## src/rtl/differential_drive_odometry_core_assert.svh

```systemverilog
// assertion macros shared by the odometry core modules
`ifndef DIFFERENTIAL_DRIVE_ODOMETRY_CORE_ASSERT_SVH
`define DIFFERENTIAL_DRIVE_ODOMETRY_CORE_ASSERT_SVH

// check a property on every clock edge outside reset
`define DDO_ASSERT(lbl, clk, rst, prop, msg) \
  lbl: assert property (@(posedge clk) disable iff (rst) prop) else $error(msg);

// check a property on every clock edge, reset included
`define DDO_ASSERT_ALWAYS(lbl, clk, prop, msg) \
  lbl: assert property (@(posedge clk) prop) else $error(msg);

`endif

```

## src/rtl/ddo_pkg.sv

```systemverilog
// shared types, constants and tables for the odometry core
`timescale 1ns / 1ps

package ddo_pkg;

  // configuration register indexes
  localparam int CFG_INDEX_W = 2;
  localparam logic [CFG_INDEX_W-1:0] REG_DISTANCE = 2'd0;
  localparam logic [CFG_INDEX_W-1:0] REG_TURN     = 2'd1;

  // register reset values
  localparam logic [23:0] DISTANCE_RESET = 24'd3953;
  localparam logic [23:0] TURN_RESET     = 24'd357914;

  // rotation unit
  localparam int CORDIC_STEPS_DEFAULT = 24;
  localparam int CORDIC_W  = 34;
  localparam int ARC_DEPTH = 32;
  localparam int ARC_IDX_W = 5;
  localparam logic [CORDIC_W-1:0] GAIN_Q30 = 34'd652032874;

  // arctangent of 2^-i as a binary angle, full turn = 2^32
  localparam logic [29:0] ARC_TABLE [ARC_DEPTH] = '{
    30'd536870912, 30'd316933406, 30'd167458907, 30'd85004756,
    30'd42667331,  30'd21354465,  30'd10679838,  30'd5340245,
    30'd2670163,   30'd1335087,   30'd667544,    30'd333772,
    30'd166886,    30'd83443,     30'd41721,     30'd20861,
    30'd10430,     30'd5215,      30'd2608,      30'd1304,
    30'd652,       30'd326,       30'd163,       30'd81,
    30'd41,        30'd20,        30'd10,        30'd5,
    30'd3,         30'd1,         30'd1,         30'd0
  };

  // result of the rotation unit back to the sequencer
  typedef struct packed {
    logic               done;
    logic signed [31:0] cos_q30;
    logic signed [31:0] sin_q30;
  } cordic_res_t;

endpackage

```

## src/rtl/ddo_mul.sv

```systemverilog
// shared signed multiplier with registered product
`timescale 1ns / 1ps

module ddo_mul (
  input  logic               clk,
  input  logic               en,
  input  logic signed [31:0] a,
  input  logic signed [31:0] b,
  output logic signed [63:0] prod
);

  // one product per enabled cycle
  always_ff @(posedge clk) begin
    if (en) begin
      prod <= a * b;
    end
  end

endmodule

```

## src/rtl/ddo_cordic.sv

```systemverilog
// iterative rotation unit: cos and sin of a binary angle in Q2.30
`timescale 1ns / 1ps

module ddo_cordic #(
  parameter int CORDIC_STEPS = ddo_pkg::CORDIC_STEPS_DEFAULT
) (
  input  logic                 clk,
  input  logic                 rst,
  input  logic                 start,
  input  logic [31:0]          angle,
  output ddo_pkg::cordic_res_t res
);

  `include "differential_drive_odometry_core_assert.svh"

  localparam int StepW = $clog2(CORDIC_STEPS);
  localparam logic [StepW-1:0] LastStep = StepW'(CORDIC_STEPS - 1);

  logic                                busy;
  logic                                done;
  logic [StepW-1:0]                    step;
  logic [1:0]                          quad;
  logic signed [ddo_pkg::CORDIC_W-1:0] x;
  logic signed [ddo_pkg::CORDIC_W-1:0] y;
  logic signed [31:0]                  z;

  logic signed [ddo_pkg::CORDIC_W-1:0] x_shift;
  logic signed [ddo_pkg::CORDIC_W-1:0] y_shift;
  logic signed [31:0]                  arc;

  // shared shifter and arc lookup for the current step
  assign x_shift = x >>> step;
  assign y_shift = y >>> step;
  assign arc     = $signed({2'b00, ddo_pkg::ARC_TABLE[ddo_pkg::ARC_IDX_W'(step)]});

  // control
  always_ff @(posedge clk) begin
    if (rst) begin
      busy <= 1'b0;
      done <= 1'b0;
      step <= '0;
    end else begin
      done <= 1'b0;
      if (start) begin
        busy <= 1'b1;
        step <= '0;
      end else if (busy) begin
        if (step == LastStep) begin
          busy <= 1'b0;
          done <= 1'b1;
        end else begin
          step <= step + 1'b1;
        end
      end
    end
  end

  // rotation datapath, one micro-rotation a cycle
  always_ff @(posedge clk) begin
    if (start) begin
      x    <= ddo_pkg::GAIN_Q30;
      y    <= '0;
      z    <= $signed({2'b00, angle[29:0]});
      quad <= angle[31:30];
    end else if (busy) begin
      if (z >= 0) begin
        x <= x - y_shift;
        y <= y + x_shift;
        z <= z - arc;
      end else begin
        x <= x + y_shift;
        y <= y - x_shift;
        z <= z + arc;
      end
    end
  end

  // quadrant fold by swap and negate
  always_comb begin
    res.done = done;
    unique case (quad)
      2'd0: begin
        res.cos_q30 = x[31:0];
        res.sin_q30 = y[31:0];
      end
      2'd1: begin
        res.cos_q30 = -y[31:0];
        res.sin_q30 = x[31:0];
      end
      2'd2: begin
        res.cos_q30 = -x[31:0];
        res.sin_q30 = -y[31:0];
      end
      default: begin
        res.cos_q30 = y[31:0];
        res.sin_q30 = -x[31:0];
      end
    endcase
  end

  `DDO_ASSERT(a_start_when_idle, clk, rst, start |-> !busy, "rotation started while busy")
  `DDO_ASSERT(a_done_after_last, clk, rst, (busy && !start && step == LastStep) |=> (done && !busy), "no done after last step")
  `DDO_ASSERT(a_done_single, clk, rst, done |=> !done, "done held longer than one cycle")

endmodule

```

## src/rtl/differential_drive_odometry_core.sv

```systemverilog
// Differential drive wheel odometry: each word of left and right encoder
// deltas advances the heading (binary angle, full turn = 2^32) by
// (right - left) * turn_per_count and moves the saturating Q16.16 x/y pose by
// the travel (left + right) / 2 * distance_per_count along the new heading.
// One result word follows every input word. A new word is accepted only
// after the previous result has been loaded into the output register, and
// the rotation unit in between does one micro-rotation per cycle and then
// raises its done strobe, which the sequencer waits for. One shared 32x32
// multiplier is used in turn for heading,
// travel, x, y and the tenths of a degree. in_ready is high only while the
// sequencer is idle. A finished result waits in the output register while
// the next word is accepted. If that register still holds an unread word
// when the next result is finished, the sequencer stays on it until the sink
// takes the old word, so a stalled sink adds its stall cycles to the item.
// Configuration writes are always taken and must only happen while idle.
`timescale 1ns / 1ps

module differential_drive_odometry_core #(
  parameter int CORDIC_STEPS = ddo_pkg::CORDIC_STEPS_DEFAULT
) (
  input  logic                            clk,
  input  logic                            rst,
  // configuration
  input  logic                            cfg_valid,
  output logic                            cfg_ready,
  input  logic [ddo_pkg::CFG_INDEX_W-1:0] cfg_index,
  input  logic [23:0]                     cfg_data,
  // encoder words
  input  logic                            in_valid,
  output logic                            in_ready,
  input  logic signed [15:0]              left_count,
  input  logic signed [15:0]              right_count,
  // pose words
  output logic                            out_valid,
  input  logic                            out_ready,
  output logic signed [31:0]              x_position,
  output logic signed [31:0]              y_position,
  output logic [31:0]                     heading_turn,
  output logic signed [11:0]              heading_tenths
);

  `include "differential_drive_odometry_core_assert.svh"

  // sequencer states
  localparam logic [3:0] S_IDLE   = 4'd0;
  localparam logic [3:0] S_MTURN  = 4'd1;
  localparam logic [3:0] S_MTRAV  = 4'd2;
  localparam logic [3:0] S_CSTART = 4'd3;
  localparam logic [3:0] S_CORDIC = 4'd4;
  localparam logic [3:0] S_MX     = 4'd5;
  localparam logic [3:0] S_MY     = 4'd6;
  localparam logic [3:0] S_MTEN   = 4'd7;
  localparam logic [3:0] S_TEN    = 4'd8;
  localparam logic [3:0] S_OUT    = 4'd9;

  localparam logic signed [63:0] HALF_Q9    = 64'sd256;
  localparam logic signed [63:0] HALF_Q30   = 64'sd536870912;
  localparam logic signed [63:0] HALF_Q32   = 64'sd2147483648;
  localparam logic signed [31:0] TENTHS_TURN = 32'sd3600;
  localparam logic signed [11:0] TENTHS_HALF = 12'sd1800;

  logic [3:0]         state;
  logic [3:0]         state_next;
  logic [23:0]        distance_per_count;
  logic [23:0]        turn_per_count;
  logic signed [31:0] pose_x;
  logic signed [31:0] pose_y;
  logic [31:0]        pose_heading;
  logic signed [16:0] diff;
  logic signed [16:0] sum;
  logic signed [31:0] travel;
  logic signed [11:0] tenths;

  logic               mul_en;
  logic signed [31:0] mul_a;
  logic signed [31:0] mul_b;
  logic signed [63:0] prod;
  logic signed [63:0] prod_q9;
  logic signed [63:0] prod_q30;
  logic signed [63:0] prod_q32;
  logic signed [34:0] pose_sum_x;
  logic signed [34:0] pose_sum_y;
  logic signed [11:0] tenths_raw;
  logic               cordic_start;
  logic               out_load;
  ddo_pkg::cordic_res_t cres;

  function automatic logic signed [31:0] sat32(input logic signed [34:0] v);
    logic signed [31:0] r;
    if (v > 35'sd2147483647) begin
      r = 32'sh7fffffff;
    end else if (v < -35'sd2147483648) begin
      r = 32'sh80000000;
    end else begin
      r = v[31:0];
    end
    return r;
  endfunction

  // configuration registers
  assign cfg_ready = 1'b1;

  always_ff @(posedge clk) begin
    if (rst) begin
      distance_per_count <= ddo_pkg::DISTANCE_RESET;
      turn_per_count     <= ddo_pkg::TURN_RESET;
    end else if (cfg_valid && cfg_ready) begin
      case (cfg_index)
        ddo_pkg::REG_DISTANCE: distance_per_count <= cfg_data;
        ddo_pkg::REG_TURN:     turn_per_count     <= cfg_data;
        default: ;
      endcase
    end
  end

  // sequencer
  assign in_ready     = (state == S_IDLE);
  assign cordic_start = (state == S_CSTART);
  assign out_load     = (state == S_OUT) && (!out_valid || out_ready);

  always_comb begin
    state_next = state;
    unique case (state)
      S_IDLE:   if (in_valid) state_next = S_MTURN;
      S_MTURN:  state_next = S_MTRAV;
      S_MTRAV:  state_next = S_CSTART;
      S_CSTART: state_next = S_CORDIC;
      S_CORDIC: if (cres.done) state_next = S_MX;
      S_MX:     state_next = S_MY;
      S_MY:     state_next = S_MTEN;
      S_MTEN:   state_next = S_TEN;
      S_TEN:    state_next = S_OUT;
      S_OUT:    if (out_load) state_next = S_IDLE;
      default:  state_next = S_IDLE;
    endcase
  end

  always_ff @(posedge clk) begin
    if (rst) begin
      state <= S_IDLE;
    end else begin
      state <= state_next;
    end
  end

  // operand select for the shared multiplier
  always_comb begin
    mul_en = 1'b1;
    mul_a  = '0;
    mul_b  = '0;
    unique case (state)
      S_MTURN: begin
        mul_a = 32'(diff);
        mul_b = $signed({8'd0, turn_per_count});
      end
      S_MTRAV: begin
        mul_a = 32'(sum);
        mul_b = $signed({8'd0, distance_per_count});
      end
      S_MX: begin
        mul_a = travel;
        mul_b = cres.cos_q30;
      end
      S_MY: begin
        mul_a = travel;
        mul_b = cres.sin_q30;
      end
      S_MTEN: begin
        mul_a = $signed(pose_heading);
        mul_b = TENTHS_TURN;
      end
      default: mul_en = 1'b0;
    endcase
  end

  ddo_mul u_mul (
    .clk  (clk),
    .en   (mul_en),
    .a    (mul_a),
    .b    (mul_b),
    .prod (prod)
  );

  ddo_cordic #(
    .CORDIC_STEPS (CORDIC_STEPS)
  ) u_cordic (
    .clk   (clk),
    .rst   (rst),
    .start (cordic_start),
    .angle (pose_heading),
    .res   (cres)
  );

  // rounding of the product, ties toward plus infinity
  assign prod_q9    = prod + HALF_Q9;
  assign prod_q30   = prod + HALF_Q30;
  assign prod_q32   = prod + HALF_Q32;
  assign pose_sum_x = {{3{pose_x[31]}}, pose_x} + {prod_q30[63], prod_q30[63:30]};
  assign pose_sum_y = {{3{pose_y[31]}}, pose_y} + {prod_q30[63], prod_q30[63:30]};
  assign tenths_raw = prod_q32[43:32];

  // pose update
  always_ff @(posedge clk) begin
    if (rst) begin
      pose_x       <= '0;
      pose_y       <= '0;
      pose_heading <= '0;
    end else begin
      unique case (state)
        S_MTRAV: pose_heading <= pose_heading + prod[31:0];
        S_MY:    pose_x       <= sat32(pose_sum_x);
        S_MTEN:  pose_y       <= sat32(pose_sum_y);
        default: ;
      endcase
    end
  end

  // per-item working registers
  always_ff @(posedge clk) begin
    if (in_valid && in_ready) begin
      diff <= 17'(right_count) - 17'(left_count);
      sum  <= 17'(right_count) + 17'(left_count);
    end
    if (state == S_CSTART) begin
      travel <= prod_q9[40:9];
    end
    if (state == S_TEN) begin
      tenths <= (tenths_raw == TENTHS_HALF) ? -TENTHS_HALF : tenths_raw;
    end
  end

  // output register
  always_ff @(posedge clk) begin
    if (rst) begin
      out_valid <= 1'b0;
    end else if (out_load) begin
      out_valid <= 1'b1;
    end else if (out_ready) begin
      out_valid <= 1'b0;
    end
  end

  always_ff @(posedge clk) begin
    if (out_load) begin
      x_position     <= pose_x;
      y_position     <= pose_y;
      heading_turn   <= pose_heading;
      heading_tenths <= tenths;
    end
  end

  `DDO_ASSERT(a_busy_after_accept, clk, rst,
    (in_valid && in_ready) |=> !in_ready, "ready right after accept")
  `DDO_ASSERT(a_result_loaded, clk, rst, out_load |=> out_valid,
    "result not presented after load")
  `DDO_ASSERT(a_tenths_range, clk, rst,
    out_valid |-> (heading_tenths >= -TENTHS_HALF && heading_tenths < TENTHS_HALF),
    "tenths out of range")
  `DDO_ASSERT(a_cordic_done_state, clk, rst, cres.done |-> (state == S_CORDIC),
    "rotation done outside wait state")

endmodule

```

## config.mk

```make
export PLATFORM = sky130hd
export DESIGN_NAME = differential_drive_odometry_core
export DESIGN_NICKNAME = d
export VERILOG_FILES = /design/src/rtl/ddo_pkg.sv /design/src/rtl/ddo_mul.sv /design/src/rtl/ddo_cordic.sv /design/src/rtl/differential_drive_odometry_core.sv
export VERILOG_INCLUDE_DIRS = /design/src /design/src/rtl
export SDC_FILE = /design/constraint.sdc
export NUM_CORES = 2
export LEC_CHECK = 0
export ABC_AREA = 1
export BUFFER_PORTS_ARGS = -buffer_cell sky130_fd_sc_hd__buf_4
export CAP_MARGIN = 20
export CORE_MARGIN = 1
export CORE_UTILIZATION = 42
export CTS_CLUSTER_DIAMETER = 80
export CTS_CLUSTER_SIZE = 40
export DETAILED_ROUTE_END_ITERATION = 7
export PLACE_DENSITY = 0.66
export SYNTH_ARGS = -nofsm -noshare
export SYNTH_HDL_FRONTEND = slang
export SYNTH_SLANG_ARGS = --single-unit
```

## constraint.sdc

```tcl
create_clock -name clk -period 17.15 [get_ports clk]
set_input_delay 1.715 -clock clk [delete_from_list [all_inputs] [get_ports clk]]
set_output_delay 1.715 -clock clk [all_outputs]
set_load 0.01 [all_outputs]
```

### After elaboration in Yosys (flattened, before gate mapping)

Memory sizes are Yosys's and may differ from the RTL's.
Index checks and enable logic that the tools add are counted.

* register bits: 508
* bits in latches: 0
* RAM bits: 0
* ROM bits: 960
* bits of input ports: 63
* memories: 1

* add/subtract/negate cells: 17
* multiply operators: 1
* divide/modulo/power cells: 0
* $lt $le $gt $ge: 6
* equal/unequal tests: 17
* shift-type cells: 2
* multiplexer cells: 25
* bitwise operators: 3
* reduce and logical (&&, ||, !) cells: 17

Memories
* (name not given): words 32, width 30, read ports 1, clocked after Yosys merged registers in 0, wr ports 0, RTL line ddo_cordic.sv:34 `assign arc = $signed({2'b00, ddo_pkg::ARC_TABLE[ddo_pkg::ARC_IDX_W'(step)]});`

Operators by type and width (count)
* $pmux W64 S3: 1
* $mux W32: 5
* $pmux W32 S5: 1
* $pmux W32 S4: 1
* $mux W30: 4
* $add A32 B34 Y35: 2
* $gt A35 B32 Y1 const B: 2
* $lt A35 B32 Y1 const B: 2
* $add A34 B34 Y34: 2
* $mux W34: 2
* $sshr A34 B5 Y34: 2
* $sub A34 B34 Y34: 2
* $add A64 B31 Y64 const B: 1
* $mul A32 B32 Y64: 1
* $neg A32 Y32: 2
* $add A44 B33 Y44 const B: 1
* $add A41 B10 Y41 const B: 1
* $pmux W4 S10: 1
* $add A32 B31 Y32: 1
* $add A32 B32 Y32: 1
* $ge A32 B1 Y1 const B: 1
* $sub A32 B31 Y32: 1
* $add A16 B16 Y17: 1
* $sub A16 B16 Y17: 1
* other kinds (27): 49

### Depth between registers and ports, before layout

* word-level depth: 8
* mapped depth: 50
* mapped depth without buffers: 49

### Modules after synthesis

A second synthesis with hierarchy kept.

* cells, all modules: 11375
* area total of the unflattened synthesis: 82077.5 um^2

Modules (own cells, without submodules)
* ddo_mul: times used 1, cells each 5189, area an instance 41079.4 um^2, sequential area each 1921.8 um^2
* differential_drive_odometry_core: times used 1, cells each 2886, area an instance 22252.6 um^2, sequential area each 8538.2 um^2
* ddo_cordic: times used 1, cells each 3300, area an instance 18745.5 um^2, sequential area each 2502.4 um^2

### Worst setup path before layout

Ideal clock, no wire load.

* kind: reg-to-reg
* from: register state[3]
* to: register u_mul.prod[63], data pin
* arrival time: 8.379 ns
* required time: 16.888 ns
* path slack: 8.509 ns
* cell stages (with the launch flop): 30
* path buffers: 1
* clock period less this slack: 8.641 ns
* path through: dfxtp_1 nor2_1 nand2_1 inv_1 o21ai_0 a21oi_1 a2111oi_0 clkbuf_1 nor2_1 ha_1 fa_1 fa_1 fa_1 inv_1 fa_1 inv_1 fa_1 inv_1 fa_1 inv_1 fa_1 ha_1 nand2_1 nor2_1 inv_1 nor4_1 nand2_1 o2111ai_1 a21oi_1 xor2_1

* word-level cells in the longest chain between the ends: 4
* elaborated cells on any way between the ends: 9

Ends and longest elaborated chain
* from (decl): RTL line differential_drive_odometry_core.sv:62 `logic [3:0] state;`
* from (signal assigned): RTL line differential_drive_odometry_core.sv:142 `state <= state_next;`
* $eq A4 B3 Y1: RTL line differential_drive_odometry_core.sv:151 `unique case (state)`
* $reduce_or A2 Y1 (no source line)
* $pmux W32 S4: RTL line differential_drive_odometry_core.sv:151
* $mul A32 B32 Y64 *: RTL line ddo_mul.sv:15 `prod <= a * b;`
* to (signal assigned): RTL line ddo_mul.sv:15
* to (decl): RTL line ddo_mul.sv:9 `output logic signed [63:0] prod`

Every way passes the cells marked *; elsewhere a longest branch is shown, timed or not.
A chain may end at the register's enable or synchronous reset.

### Final worst setup path

* from: register u_cordic.quad[0]
* to: register u_mul.prod[63], data pin

* word-level cells in the longest chain between the ends: 4
* elaborated cells on any way between the ends: 6

Ends and longest elaborated chain
* from (decl): RTL line ddo_cordic.sv:22 `logic [1:0] quad;`
* from (signal assigned): RTL line ddo_cordic.sv:64 `quad <= angle[31:30];`
* $eq A2 B2 Y1 (tied with other cells): RTL line ddo_cordic.sv:81 `unique case (quad)`
* $pmux W64 S3 *: RTL line ddo_cordic.sv:81
* $pmux W32 S5 *: RTL line differential_drive_odometry_core.sv:151
* $mul A32 B32 Y64 *: RTL line ddo_mul.sv:15

Marks and branches as above.

==> impl_metrics.json <==
{
  "status": "complete, no violations",
  "first_global_vias": 70484,
  "wl_per_cell_um": 25.8,
  "cp_num_buf_inv": 13,
  "drv_slew": 0,
  "wl_mm": 317,
  "largestRegisters": "u_mul.prod x64, u_cordic.x x34, u_cordic.y x34",
  "grt_usage": 0.340,
  "fp.dieH_um": 428,
  "slowest_delay_ns": 0.94,
  "hold_class": "flop to flop",
  "ant_nets": 0,
  "ctsRootBufferMaster": "clkbuf_16",
  "drive_gt1_frac": 0.0527,
  "min_period_ns": 11.14,
  "synthDistinctLibCells": 75,
  "ys_ff_latch": 507,
  "drc": 0,
  "max-clock-path-buffers": 3,
  "die_w_um": 428,
  "cts.sinks": 507,
  "fin_util": 0.452,
  "largest_reg_flops": 64,
  "ir_drop_uv": 98.6,
  "nets": 11432,
  "synth_ff_type": "edfxtp_1",
  "synth-seq-area-share": 0.170,
  "fin_setup_tns_ns": 0,
  "antenna_found_initial": 14,
  "clk_latency_ns": 0.67,
  "ioPinCount": 174,
  "path_clk_slew_ns": 0.13,
  "cts.repair.resized": 0,
  "num_rows": 156,
  "fin_ws_ns": 6.01,
  "postLayoutCellArea_um2": 81700,
  "setup.worst_path.class": "flop to flop",
  "setup_viol": 0,
  "gp_congestion": 1.05,
  "holdBufCountCts": 0,
  "slowest_stage": "fa_1",
  "hpwl_mm": 253,
  "cts_inserted_buffers": 36,
  "drt_iter0_drc": 7862,
  "htree_num_levels": 2,
  "yosysTopAreaCellShare": 0.286,
  "timing.fmax_mhz": 89.8,
  "viasPerCell": 5.70,
  "overflow": 0,
  "tightestPinTransition_ns": 1.19,
  "yosys.cell_count.top_type": "nand2_1",
  "synth_area_leaders": "fa_1 29%, edfxtp_1 11%, nand2_1 9.6%",
  "place_area_um2": 80000,
  "syn-cell-area_um2": 76300,
  "ys_async_sr_fraction": 0,
  "place_ws_ns": 6.23,
  "hold_viol": 0,
  "first_pass_iters": 8,
  "cellLeakagePower_nw": 39.5,
  "clock_skew_ns": 0.0705,
  "period_share": 0.650,
  "io_buffers": 172,
  "synth_edf_count": 281,
  "synth_top_area_cell": "fa_1",
  "yosysWarningCount": 0,
  "largest-register": "u_mul.prod",
  "maxCapViolCount": 0,
  "total_power_mw": 12.2,
  "cp_data_required_time_ns": 17.56,
  "rsz0062_at_grt": "false",
  "arrival_ns": 11.55,
  "synth_fp_nets": 11479,
  "avgSynthCellArea_um2": 7.71,
  "postCtsSetupRepairBufs": 0,
  "die_area_um2": 183000,
  "grt_max_degree": 108,
  "crit_path_end_kind": "flop",
  "worstPathMaxFanout": 40,
  "initial_core_util": 0.423,
  "grt_first_pass_wirelength_mm": 465,
  "tritoncts": "built",
  "yosys-top-cells-count": "1948 x nand2_1, 1824 x inv_1, 1090 x fa_1",
  "max_slew_margin": 0.201,
  "crit_family": "adder cells",
  "core-area_um2": 181000,
  "power_density_nw_per_um2": 149,
  "vias": 69915,
  "netlist_instances": 9900,
  "synthToLayoutAreaGrowth_pct": 7.01,
  "worst_setup_path_start_kind": "flop"
}
layout by cell type (no fill, tap or decap), drive strengths merged, types with 6 or more instances in the layout:
master,count
nand2,1953
inv,1855
fa,1090
nor2,1025
a21oi,562
nand3,547
o21ai,474
ha,426
xor2,311
buf,308
edfxtp,281
dfxtp,226
xnor2,107
nor3,84
nand4,62
o211ai,53
a31oi,45
nor4,45
clkinv,43
o221ai,42
clkbuf,39
o21a,32
a21boi,28
o22ai,26
or2,26
a21o,25
a221oi,25
o21bai,24
a22oi,21
and2,14
and3,12
a211oi,10
a22o,9
o31ai,8
diode,7
o2111ai,6
worst register-to-register path, delay by kind of cell (launching register included):
kind / cells / cell delay [ns]
xor+xnor: 1 / 0.18
flops: 1 / 0.40
compound gates: 3 / 0.49
simple gates: 8 / 1.48
fa+ha+maj: 9 / 4.87
buf+inv: 13 / 3.51
logic make-up after synthesis:
| logic type | count (synthesis) | synth area share |
|---|---|---|
| adder cells (fa/ha/maj) | 1516 | 0.356 |
| AO/OA/AOI/OAI | 1411 | 0.106 |
| XOR/XNOR | 418 | 0.0480 |
| buffers and inverters | 2266 | 0.115 |
| flip-flops | 507 | 0.170 |
| AND/OR/NAND/NOR | 3781 | 0.206 |
| other | 1 | 0.0000491 |
layout make-up:
| cell class | instances | area, µm² |
|---|---|---|
| timing repair buffer | 309 | 2400 |
| multi-input combinational | 7127 | 54700 |
| fill | 17977 | 98900 |
| sequential | 507 | 13000 |
| inverter | 1872 | 7030 |
| clock inverter | 26 | 602 |
| tap | 2370 | 2970 |
| antenna | 7 | 17.5 |
| clock buffer | 38 | 951 |
power breakdown:
part           leakage (nW)  switching (mW)  internal (mW)
clock                 0.714           0.626          0.476
combinational          34.3            6.11           2.85
sequential             4.47           0.507           1.64
metrics by stage:
step                hold WS (ns)  cells
finish                     0.438  12256
global placement           0.403  12179
floorplan                  0.400   9900
global route               0.447  12250
detailed placement         0.406  12180
CTS                        0.437  12244
path summary, 6_finish.rpt:
check	from	to	slack, ns	depth (start not counted)
setup reg to reg	u_cordic.quad[0]	u_mul.prod[63]	6.01	34
hold / removal	tenths[0]	heading_tenths[0]	0.44	0
setup / recovery	u_cordic.quad[0]	u_mul.prod[63]	6.01	34
hold reg to reg	tenths[0]	heading_tenths[0]	0.44	0
layer usage:
layer | track usage | routed length (µm) | up-vias
met2 | 0.514 | 136000 | 3743
met4 | 0.186 | 19900 | 2
met1 | 0.455 | 129000 | 34495
met5 | 0 | 13 | -
met3 | 0.0725 | 31800 | 750
li1 | - | - | 30925
(Power assumes the default switching activity.)
